## src/design/tbeq_pkg.sv

```systemverilog
package tbeq_pkg;

  localparam int unsigned SMP_W     = 16;
  localparam int unsigned GAIN_W    = 16;
  localparam int unsigned BAND_W    = 2;
  localparam int unsigned TAPIDX_W  = 6;
  localparam int unsigned CFG_IDX_W = 2;
  localparam int unsigned NUM_BANDS = 3;

  // Q4.12 gain, reset value means unity.
  localparam logic [GAIN_W-1:0] GAIN_ONE  = 16'd4096;
  localparam int unsigned       FRAC_BITS = 12;

  localparam logic MODE_SAMPLE = 1'b0;
  localparam logic MODE_COEF   = 1'b1;

  localparam logic [BAND_W-1:0] BAND_LOW  = 2'd0;
  localparam logic [BAND_W-1:0] BAND_MID  = 2'd1;
  localparam logic [BAND_W-1:0] BAND_HIGH = 2'd2;

  localparam logic [CFG_IDX_W-1:0] CFG_BASS   = 2'd0;
  localparam logic [CFG_IDX_W-1:0] CFG_MID    = 2'd1;
  localparam logic [CFG_IDX_W-1:0] CFG_TREBLE = 2'd2;

  // Magnitude after the Q4.12 shift, clamped so that the quotient by three
  // still saturates correctly on both signs (three times 32769).
  localparam int unsigned       MAG_W       = 17;
  localparam logic [MAG_W-1:0]  MAG_CLAMP   = 17'd98307;
  // floor(m / 3) = (m * ceil(2^19 / 3)) >> 19, exact for any 17-bit m.
  localparam int unsigned       RECIP_W     = 18;
  localparam logic [RECIP_W-1:0] RECIP3     = 18'd174763;
  localparam int unsigned       RECIP_SHIFT = 19;
  localparam int unsigned       QUO_W       = 16;

  localparam logic [SMP_W-1:0] SMP_POS_MAX = 16'h7fff;
  localparam logic [SMP_W-1:0] SMP_NEG_MAX = 16'h8000;

  typedef enum logic [2:0] {
    S_IDLE,
    S_MAC,
    S_FLUSH,
    S_GAIN,
    S_SUM,
    S_MAG,
    S_DIV,
    S_OUT
  } ctl_state_e;

  typedef struct packed {
    logic smp_we;
    logic coef_we;
    logic acc_clr;
    logic issue;
    logic gain_en;
    logic sum_en;
    logic mag_en;
    logic div_en;
    logic load_out;
  } dp_cmd_t;

  typedef struct packed {
    logic pipe_busy;
    logic out_free;
  } dp_sts_t;

endpackage

```

## src/design/tbeq_ctrl.sv

```systemverilog
module tbeq_ctrl
  import tbeq_pkg::*;
#(
  parameter int unsigned TAPS = 64
) (
  input  logic                    clk_i,
  input  logic                    rst_ni,
  input  logic                    in_valid_i,
  input  logic                    in_mode_i,
  output logic                    in_ready_o,
  input  dp_sts_t                 sts_i,
  output dp_cmd_t                 cmd_o,
  output logic [$clog2(TAPS)-1:0] tap_k_o
);

  localparam int unsigned PTR_W = $clog2(TAPS);
  localparam logic [PTR_W-1:0] LAST_TAP = PTR_W'(TAPS - 1);

  ctl_state_e       state_q, state_d;
  logic [PTR_W-1:0] k_q, k_d;
  logic             in_xfer;

  assign in_ready_o = (state_q == S_IDLE);
  assign in_xfer    = in_valid_i && in_ready_o;
  assign tap_k_o    = k_q;

  always_comb begin
    state_d = state_q;
    k_d     = k_q;
    case (state_q)
      S_IDLE: begin
        k_d = '0;
        if (in_xfer && (in_mode_i == MODE_SAMPLE)) begin
          state_d = S_MAC;
        end
      end
      S_MAC: begin
        if (k_q == LAST_TAP) begin
          k_d     = '0;
          state_d = S_FLUSH;
        end else begin
          k_d = k_q + 1'b1;
        end
      end
      S_FLUSH: begin
        if (!sts_i.pipe_busy) begin
          state_d = S_GAIN;
        end
      end
      S_GAIN: state_d = S_SUM;
      S_SUM:  state_d = S_MAG;
      S_MAG:  state_d = S_DIV;
      S_DIV:  state_d = S_OUT;
      S_OUT: begin
        if (sts_i.out_free) begin
          state_d = S_IDLE;
        end
      end
      default: state_d = S_IDLE;
    endcase
  end

  always_comb begin
    cmd_o = '0;
    case (state_q)
      S_IDLE: begin
        if (in_xfer) begin
          if (in_mode_i == MODE_COEF) begin
            cmd_o.coef_we = 1'b1;
          end else begin
            cmd_o.smp_we  = 1'b1;
            cmd_o.acc_clr = 1'b1;
          end
        end
      end
      S_MAC:   cmd_o.issue    = 1'b1;
      S_FLUSH: cmd_o          = '0;
      S_GAIN:  cmd_o.gain_en  = 1'b1;
      S_SUM:   cmd_o.sum_en   = 1'b1;
      S_MAG:   cmd_o.mag_en   = 1'b1;
      S_DIV:   cmd_o.div_en   = 1'b1;
      S_OUT:   cmd_o.load_out = sts_i.out_free;
      default: cmd_o          = '0;
    endcase
  end

  always_ff @(posedge clk_i or negedge rst_ni) begin
    if (!rst_ni) begin
      state_q <= S_IDLE;
      k_q     <= '0;
    end else begin
      state_q <= state_d;
      k_q     <= k_d;
    end
  end

  // A sample transfer always starts a tap sweep from the newest sample.
  a_sample_starts_sweep : assert property (@(posedge clk_i) disable iff (!rst_ni)
    (in_xfer && (in_mode_i == MODE_SAMPLE)) |=> (state_q == S_MAC && k_q == '0))
    else $error("sample transfer did not start a tap sweep at tap zero");

  a_sweep_length : assert property (@(posedge clk_i) disable iff (!rst_ni)
    (state_q == S_MAC && k_q == LAST_TAP) |=> (state_q == S_FLUSH))
    else $error("tap sweep did not end after the last tap");

  a_result_then_idle : assert property (@(posedge clk_i) disable iff (!rst_ni)
    (state_q == S_OUT && sts_i.out_free) |=> (state_q == S_IDLE && in_ready_o))
    else $error("block not ready after handing over a result");

endmodule

```

## config.mk

```make
export PLATFORM = sky130hd
export DESIGN_NAME = tbeq_ctrl
export DESIGN_NICKNAME = d
export VERILOG_FILES = /design/src/design/tbeq_pkg.sv /design/src/design/tbeq_ctrl.sv
export SDC_FILE = /design/constraint.sdc
export NUM_CORES = 1
export LEC_CHECK = 0
export ABC_AREA = 0
export BUFFER_PORTS_ARGS = -buffer_cell sky130_fd_sc_hd__clkbuf_2
export CAP_MARGIN = 0
export CORE_AREA = 2 2 39 41
export DETAILED_ROUTE_END_ITERATION = 8
export DIE_AREA = 0 0 41 43
export PLACE_DENSITY = 0.7
export SLEW_MARGIN = 30
export SYNTH_ARGS = -nofsm -noshare
export SYNTH_HDL_FRONTEND = slang
export SYNTH_SLANG_ARGS = --single-unit
```

## constraint.sdc

```tcl
create_clock -name clk_i -period 1.66 [get_ports clk_i]
set_input_delay 0.083 -clock clk_i [delete_from_list [all_inputs] [get_ports clk_i]]
set_output_delay 0.083 -clock clk_i [all_outputs]
set_load 0.03 [all_outputs]
```

==> results of run 1 <==
==> cell usage after synthesis (2+ instances only) <==
master	n
nor3b_1	3
and3_1	2
clkbuf_1	3
nor2_1	6
o21ai_0	5
nand2_1	10
o211ai_1	2
nor3_1	2
dfrtp_1	9
nand3_1	4
inv_1	3
a21oi_1	5
nor2b_1	2
==> registers in the layout, summed over array words and instances, names as in the netlist <==
register / count
tap_k_o: 6
state_q: 3
==> power by group through the flow <==
stage	Clock (mW)	Combinational (mW)	Sequential (mW)
after detailed placement	0	0.816	0.416
after CTS	0.181	0.827	0.411
final	0.178	0.828	0.413
after global placement	0	0.821	0.414
after floorplan	0	0.506	0.492
after global routing	0.191	0.908	0.436
==> per-layer routing <==
layer  vias up  share of wire [%]  wire (um)
met5         -                  0          0
met4         0                2.2         28
met3         3                6.2         79
met2        30                 47        597
met1       259                 45        577
li1        296                  -          -
==> cells by family (layout without fill, tap and decap cells) <==
kind of cell / Yosys count / after routing
AO/OA/AOI/OAI: 16 / 16
adder cells (fa/ha/maj): 1 / 1
buffers and inverters: 8 / 32
flip-flops: 9 / 9
multiplexers: 1 / 1
AND/OR/NAND/NOR: 34 / 34
==> how the worst max path moves through the flow <==
stage / cells past startpoint / start / endpoint / slack (ns)
6_report: 5 / state_q[2]$_DFFE_PN0P_ / cmd_o[8] / 0.15
3_5_place_dp: 3 / state_q[2]$_DFFE_PN0P_ / tap_k_o[3]$_DFFE_PN0P_ / 0.35
3_3_place_gp: 3 / state_q[2]$_DFFE_PN0P_ / tap_k_o[3]$_DFFE_PN0P_ / 0.36
4_1_cts: 5 / state_q[2]$_DFFE_PN0P_ / cmd_o[6] / 0.12
5_1_grt: 5 / state_q[2]$_DFFE_PN0P_ / cmd_o[8] / -0.001
2_1_floorplan: 4 / state_q[2]$_DFFE_PN0P_ / cmd_o[8] / 0.008
==> stage by stage <==
step / cell area, um2 / power, mW / util, %
floorplan: 561 / 0.997 / -
global placement: 684 / 1.23 / 49.5
detailed placement: 684 / 1.23 / 49.5
CTS: 721 / 1.42 / 52.1
global route: 723 / 1.54 / 52.3
finish: 723 / 1.42 / 52.3
==> worst register-to-register path: cells and delay by family (launching register included) <==
family,cells,cell delay [ns]
AO/OA/AOI/OAI,2,0.30
AND/OR/NAND/NOR,1,0.25
flip-flops,1,0.44
adder cells (fa/ha/maj),1,0.24
==> layout make-up <==
type / count / area (um2) / share of cell area (%)
repair buffers: 25 / 140 / 19.4
inverters: 3 / 11.3 / 1.56
flip-flops and latches: 9 / 225 / 31.1
multi-input cells: 52 / 300 / 41.5
clock buffers: 4 / 26.3 / 3.63
well taps: 16 / 20.0 / 2.77
==> what timing repair did <==
action / CTS / global route
setup endpoints to repair: 0 / 2
endpoints found under the hold margin: 9 / 0
hold buffers: 1 / 0
resized for setup: 0 / 3
==> results.md, run 1 <==
- Tot GR Track Use: 17.5%
- Largest family of logic cells by synthesized area: simple AND/OR/NAND/NOR gates
- Final setup vio count: 0
- Hold path depth: 4
- Worst min-delay path startpoint: sts_i[0]
- Port Buffer Count: 21
- Clock latency at the later pin of the worst-skew pair: 0.27 ns
- Met2 usage: 23.1%
- Inst Count DP: 104
- Layout Skew: 0.00478 ns
- Layout cells sized above 1: 31.2%
- Largest net degree at the start of global routing: 15
- Vias per std cell: 5.39
- Initial detailed-routing violation count: 21
- Dominant cells by area after synthesis: dfrtp_1, nand2_1, a21oi_1
- Buf/Inv on CP: 2
- Post-DRT Antenna Nets: 0
- Worst Path Required: 1.58 ns
- Hold_ws: 0.162 ns
- Critical Path AT: 1.42 ns
- Worst Setup End Kind: output port
- Status: finished clean
- Synth Area in Simple Gates: 31.2%
- Syn Inst Count: 69
- Final period demand of the worst path: 1.51 ns
- Sw Pwr: 745 uW
- CP Cell Sequence: buf_4, nor3_2, nand2_1, nor2_2, buf_2
- CTS tree: done
- Worst-case reg-to-reg path depth: 4
- Antenna cells: 0
- Seq cells post-synth: 9
- RSZ-0062 raised after global routing: yes
- Longest Clk Path Bufs: 2
- H-tree depth: 1
- Post-synth EDFFs: 0
- Maxcap violations: 0
- Lkg Pwr: 0.357 nW
- Final estimated routing congestion in global placement: 0.881
- Mapped Area: 553 um2
- Post-Synth XOR/XNOR Area: 0%
- Root Buffer: clkbuf_4
- Max VDD drop: 984 uV
- Min-delay worst type: input pin to flip-flop
- Worst R2R End: tap_k_o[2]$_DFFE_PN0P_
- Mux cell area share after synthesis: 1.81%
- Ys flop type: dfrtp_1
- Clock transition at the registers of the reported paths: 0.06 ns
- Reg2reg setup slack: 0.34 ns
- Final net count: 101
- Mapped Nets: 76
- Grt met1 use: 25.9%
- Critical path's largest stage delay: 0.37 ns
- DRC viols: 0
- Sequential Power Share: 29.1%
- Die W: 41 um
- Post-CTS setup buffers: 0
- FMAX: 664 MHz
- Initial Utilization: 40.0%
- Final setup margin: 0.153 ns
- Setup CP Type: flip-flop to output port
- Cell area power density: 1960 mW/mm2
- Final Max Slew Viols: 0
- Least-Margin Pin Slew: 0.290 ns
- Synth top area share: 40.7%
- Initial antenna violation count: 0
- Die area: 0.00176 mm2
- Vias in the first global route: 475
- Most frequent cells in the layout: clkbuf_2, nand2_1, dfrtp_1
- Post-DP HPWL: 924 um
- CP startpoint kind: flip-flop
- Finished Layout Cells: 109
- Sw Share: 52.6%
- Final worst-path cycle share: 90.8%
- Pre-antenna DRT Iters: 4
- Most common cell after layout, fill and taps aside: clkbuf_2
- Adder-cell share of the synthesized area: 2.26%
- FP Rows: 14
- GRT busiest layer: met1
- Synth unique cells: 26
- Filler instances: 134
- Pre-CTS setup slack: 0.354 ns
- Clk pwr share: 12.5%
- WL final: 1.28 mm
- DIE HEIGHT: 43 um
- Min-Delay Endpoint: state_q[2]$_DFFE_PN0P_
- Combinational Power Share: 58.4%
- Complex-gate fraction of the synthesized area: 17.6%
- Core Box Area: 0.00138 mm2
- Met3 GRT Util: 3.14%
- Critical-path maximum fanout: 12
- Num CTS Buffers: 3
- Routed WL per cell: 11.8 um
- First-pass GRT wire length: 2.08 mm
- Synth Area per Inst: 8.01 um2
- Area delta synth->final: 30.8%
- Synth area leader: dfrtp_1
- R2r startpoint: tap_k_o[0]$_DFFE_PN0P_
- DR vias: 588
- Top Ports: 22
- Top delay family on crit path: simple AND/OR/NAND/NOR gates
- Num Clock Sinks: 9
- Final hold vios: 0
- CP max stage cell: dfrtp_1
- Sequential share of the synthesized area: 40.7%
- Fraction of registers with async set/reset: 100%
- P_int: 673 uW
- Max-Slew Margin vs Limit: 80.4%
- Total Neg Setup Slack: 0 ns
- Gr ovfl total: 0
- YS warnings: 0
Power figures use the tool's default switching activity.
==> inputs of run 2 (changes only) <==
CORE_AREA = unset   (was 2 2 39 41)
CORE_MARGIN = 2   (was unset)
CORE_UTILIZATION = 32   (was unset)
DIE_AREA = unset   (was 0 0 41 43)
GPL_TIMING_DRIVEN = 0   (was unset)
PLACE_DENSITY = unset   (was 0.7)
==> results.md, run 2 (synthesized netlist as in run 1, its figures left out) <==
- Inst Count DP: 107
- Clock transition at the registers of the reported paths: 0.07 ns
- Max VDD drop: 787 uV
- RSZ-0062 raised after global routing: no
- Post-DP HPWL: 1.03 mm
- Buf/Inv on CP: 2
- CP startpoint kind: flip-flop
- Antenna cells: 0
- Tot GR Track Use: 14.7%
- Lkg Pwr: 0.364 nW
- Max-Slew Margin vs Limit: 83.2%
- Final setup vio count: 0
- Final Max Slew Viols: 0
- Most frequent cells in the layout: clkbuf_2, nand2_1, dfrtp_1
- WL met3: 80 um
- Initial antenna violation count: 0
- Port Buffer Count: 21
- Routed WL per cell: 12.4 um
- Layout Skew: 0.00242 ns
- Status: finished clean
- Cell area power density: 1930 mW/mm2
- Critical-path maximum fanout: 10
- Core Box Area: 0.00167 mm2
- Initial detailed-routing violation count: 9
- CP max stage cell: dfrtp_1
- WL final: 1.39 mm
- FP Rows: 15
- Final worst-path cycle share: 91.7%
- DR top layer: met4
- Critical Path AT: 1.44 ns
- Final net count: 103
- Die W: 45.6 um
- Largest register FFs: 6
- FMAX: 657 MHz
- Initial Utilization: 33.1%
- Largest net degree at the start of global routing: 11
- Post-DRT Antenna Nets: 0
- Critical path's largest stage delay: 0.44 ns
- Final hold vios: 0
- CTS tree: done
- Met2 Wirelength: 637 um
- Min-delay worst type: input pin to flip-flop
- DIE HEIGHT: 45.6 um
- Gr ovfl total: 0
- Worst Path Required: 1.58 ns
- Filler instances: 179
- Longest Clk Path Bufs: 2
- Total power: 1.41 mW
- Worst Setup End Kind: output port
- H-tree depth: 1
- Setup CP Type: flip-flop to output port
- Final setup margin: 0.138 ns
- M1 WL: 647 um
- DRC viols: 0
- Num CTS Buffers: 3
- Top Ports: 22
- Die area: 0.00208 mm2
- Total Neg Setup Slack: 0 ns
- CP Cell Sequence: clkbuf_4, nor2b_1, and2_1, clkbuf_2
- Maxcap violations: 0
- Most common cell after layout, fill and taps aside: clkbuf_2
- Final period demand of the worst path: 1.52 ns
- Pre-CTS setup slack: 0.212 ns
- Vias per std cell: 5.35
- First-pass GRT wire length: 2.10 mm
- Layout cells sized above 1: 32.6%
- Vias in the first global route: 464
- Clock latency at the later pin of the worst-skew pair: 0.27 ns
- Num Clock Sinks: 9
- Pre-antenna DRT Iters: 4
- Final estimated routing congestion in global placement: 0.786
- Finished Layout Cells: 112
- Area delta synth->final: 31.9%
- Least-Margin Pin Slew: 0.248 ns
- Root Buffer: clkbuf_4
- DR vias: 599
- Top delay family on crit path: flip-flops
==> run 2: changes by cell type in the layout (fill, tap and decap cells not counted) <==
cell | previous run | this run
buf_4 | 3 | 1
clkbuf_2 | 19 | 24
buf_2 | 1 | 0
==> run 2: final cells by class <==
cell class | count | area (um2) | share of cell area, %
plain buffers | 5 | 30.0 | 4.12
clock buffers | 4 | 26.3 | 3.60
inverters | 3 | 11.3 | 1.54
multi-input cells | 52 | 300 | 41.2
flip-flops and latches | 9 | 225 | 30.9
well taps | 17 | 21.3 | 2.92
repair buffers | 22 | 115 | 15.8
==> run 2: power breakdown <==
group          total [mW]  switching, mW  internal [mW]
clock network       0.180         0.0871         0.0931
logic               0.804          0.539          0.265
registers           0.426          0.121          0.305
total                1.41          0.747          0.663
==> run 2: final timing paths <==
path	startpoint	to	slack, ns	cells past startpoint
setup / recovery	state_q[1]$_DFFE_PN0P_	cmd_o[1]	0.14	4
hold / removal	sts_i[0]	state_q[1]$_DFFE_PN0P_	0.15	4
setup reg to reg	state_q[2]$_DFFE_PN0P_	tap_k_o[3]$_DFFE_PN0P_	0.19	4
hold reg to reg	tap_k_o[5]$_DFFE_PN0P_	tap_k_o[5]$_DFFE_PN0P_	0.58	2
max in group asynchronous	rst_ni	state_q[0]$_DFFE_PN0P_	1.26	2
min in group asynchronous	rst_ni	tap_k_o[4]$_DFFE_PN0P_	0.20	2
==> run 2: routing by layer <==
layer  track usage [%]  up-vias
li1                  -      297
met1              20.1      278
met2              20.6       20
met3              3.57        4
met4              8.82        0
met5                 0        -
==> run 2: worst min-delay path, cell delays in order <==
cell and delay (ns):
clkbuf_2 0.10, nand2_1 0.07, a31oi_1 0.08, o41ai_1 0.05
==> run 2: what timing repair did <==
action                                  4_1_cts  5_1_grt
resized for setup                             1        6
setup buffers                                 0        0
hold endpoints to repair                      9        0
pin swaps                                     0        0
hold buffers                                  1        0
endpoints found under the setup margin        1        4
cloned                                        0        0
==> run 2: metrics by stage <==
stage | utilization, % | instance area (um2) | hold WS, ns
global placement | 41.1 | 687 | -0.0434
finish | 43.7 | 729 | 0.145
global route | 43.7 | 729 | 0.167
CTS | 43.4 | 724 | 0.140
floorplan | - | 561 | -0.213
detailed placement | 41.1 | 687 | -0.0398
==> inputs of run 3 (changes only) <==
==> constraint.sdc (replaced) <==
create_clock -name clk_i -period 1.66 [get_ports clk_i]
set_input_delay 0.332 -clock clk_i [delete_from_list [all_inputs] [get_ports clk_i]]
set_output_delay 0.332 -clock clk_i [all_outputs]
set_load 0.03 [all_outputs]
==> results.md, run 3 (synthesized netlist as in run 1, its figures left out) <==
- Status: complete, but fails checks
- Failing checks: negative setup slack
- Setup CP Type: flip-flop to output port
- Num Clock Sinks: 9
- Worst Path Required: 1.33 ns
- Final Max Slew Viols: 0
- Final hold vios: 0
- FMAX: 595 MHz
- Critical Path AT: 1.35 ns
- Post-DRT Antenna Nets: 0
- Routed WL per cell: 12.2 um
- Final period demand of the worst path: 1.68 ns
- Most frequent cells in the layout: clkbuf_2, nand2_1, dfrtp_1
- Filler instances: 157
- Total Neg Setup Slack: -0.0228 ns
- Antenna cells: 0
- Die W: 45.6 um
- H-tree depth: 1
- Pre-CTS setup slack: -0.0593 ns
- Least-Margin Pin Slew: 0.304 ns
- Core Box Area: 0.00167 mm2
- Port Buffer Count: 21
- Area delta synth->final: 50.2%
- Sequential Power Share: 27.9%
- DR vias: 607
- Die area: 0.00208 mm2
- Initial antenna violation count: 0
- DRC viols: 0
- Final setup margin: -0.0207 ns
- Top Ports: 22
- Tot GR Track Use: 14.1%
- Num CTS Buffers: 3
- Sw Share: 50.4%
- Max-Slew Margin vs Limit: 79.5%
- RSZ-0062 raised after global routing: yes
- Lkg Pwr: 0.402 nW
- Initial detailed-routing violation count: 15
- WL final: 1.40 mm
- P_int: 781 uW
- Maxcap violations: 0
- Combinational Power Share: 60.9%
- First-pass GRT wire length: 2.15 mm
- CP startpoint kind: flip-flop
- Vias in the first global route: 505
- Final worst-path cycle share: 101%
- Seq. cell area: 228 um2
- Final estimated routing congestion in global placement: 0.763
- Clk pwr share: 11.2%
- Root Buffer: clkbuf_4
- Gr ovfl total: 0
- Worst Setup End Kind: output port
- Finished layout cell area: 831 um2
- FP Rows: 15
- Placed cell areas: 708 um2
- Cell area power density: 1890 mW/mm2
- Clock latency at the later pin of the worst-skew pair: 0.27 ns
- Largest net degree at the start of global routing: 11
- Final setup vio count: 2
- Min-delay worst type: input pin to flip-flop
- DIE HEIGHT: 45.6 um
- Sw Pwr: 792 uW
- Pre-antenna DRT Iters: 4
- Critical-path maximum fanout: 10
- Multi-input gate area: 329 um2
- Final net count: 105
- Vias per std cell: 5.32
- Most common cell after layout, fill and taps aside: clkbuf_2
- Largest register FFs: 6
- Layout Skew: 0.00784 ns
- Max VDD drop: 737 uV
- Layout cells sized above 1: 42.3%
- Clock transition at the registers of the reported paths: 0.06 ns
- CTS tree: done
- Longest Clk Path Bufs: 2
- Post-DP HPWL: 1.02 mm
- Initial Utilization: 33.1%
==> run 3: final timing paths <==
check                           cells past startpoint                endpoint  slack (ns)              startpoint
worst max-delay path                                4                cmd_o[1]       -0.02  state_q[1]$_DFFE_PN0P_
worst min-delay path                                4  state_q[1]$_DFFE_PN0P_        0.41                sts_i[0]
worst max register to register                      3  tap_k_o[3]$_DFFE_PN0P_        0.26  state_q[1]$_DFFE_PN0P_
worst min register to register                      2  tap_k_o[5]$_DFFE_PN0P_        0.57  tap_k_o[5]$_DFFE_PN0P_
max in group asynchronous                           2  state_q[1]$_DFFE_PN0P_        1.00                  rst_ni
min in group asynchronous                           2  tap_k_o[5]$_DFFE_PN0P_        0.44                  rst_ni
==> run 3: metal layers <==
layer	track usage [%]	vias up	wire length (um)
met5	0	-	0
met4	5.29	0	14
met3	2.38	4	66
met2	21.4	16	677
met1	20.0	286	637
li1	-	301	-
==> run 3: through the flow <==
stage	hold slack, ns	utilization (%)	power [mW]	instances
floorplan	0.0364	-	1.03	69
global placement	0.202	42.4	1.24	107
detailed placement	0.202	42.4	1.26	107
CTS	0.416	48.5	1.54	113
global route	0.452	49.7	1.68	114
finish	0.413	49.7	1.57	114
==> run 3: cell type report <==
class / count / share of cell area, %
clock buffers: 3 / 2.71
multi-input cells: 52 / 39.6
repair buffers: 25 / 20.2
plain buffers: 4 / 5.57
well taps: 17 / 2.56
flip-flops and latches: 9 / 27.4
inverters: 3 / 1.36
clock inverters: 1 / 0.602
==> run 3: what timing repair did <==
item,4_1_cts,5_1_grt
setup buffers,2,1
pin swaps,2,3
resized for setup,17,11
setup endpoints to repair,7,7
cloned,0,0
hold endpoints to repair,9,0
hold buffers,1,0
==> run 3: power groups by stage <==
stage / logic [mW] / registers (mW) / clock network (mW)
after floorplan: 0.528 / 0.504 / 0
after detailed placement: 0.819 / 0.437 / 0
after global routing: 1.04 / 0.461 / 0.179
after global placement: 0.808 / 0.435 / 0
final: 0.958 / 0.439 / 0.175
after CTS: 0.924 / 0.437 / 0.174
==> run 3: worst max-delay path: stages (launching register included) <==
cell      delay, ns
dfrtp_2        0.45
clkbuf_8       0.18
nor2b_2        0.16
and2_1         0.15
clkbuf_8       0.15
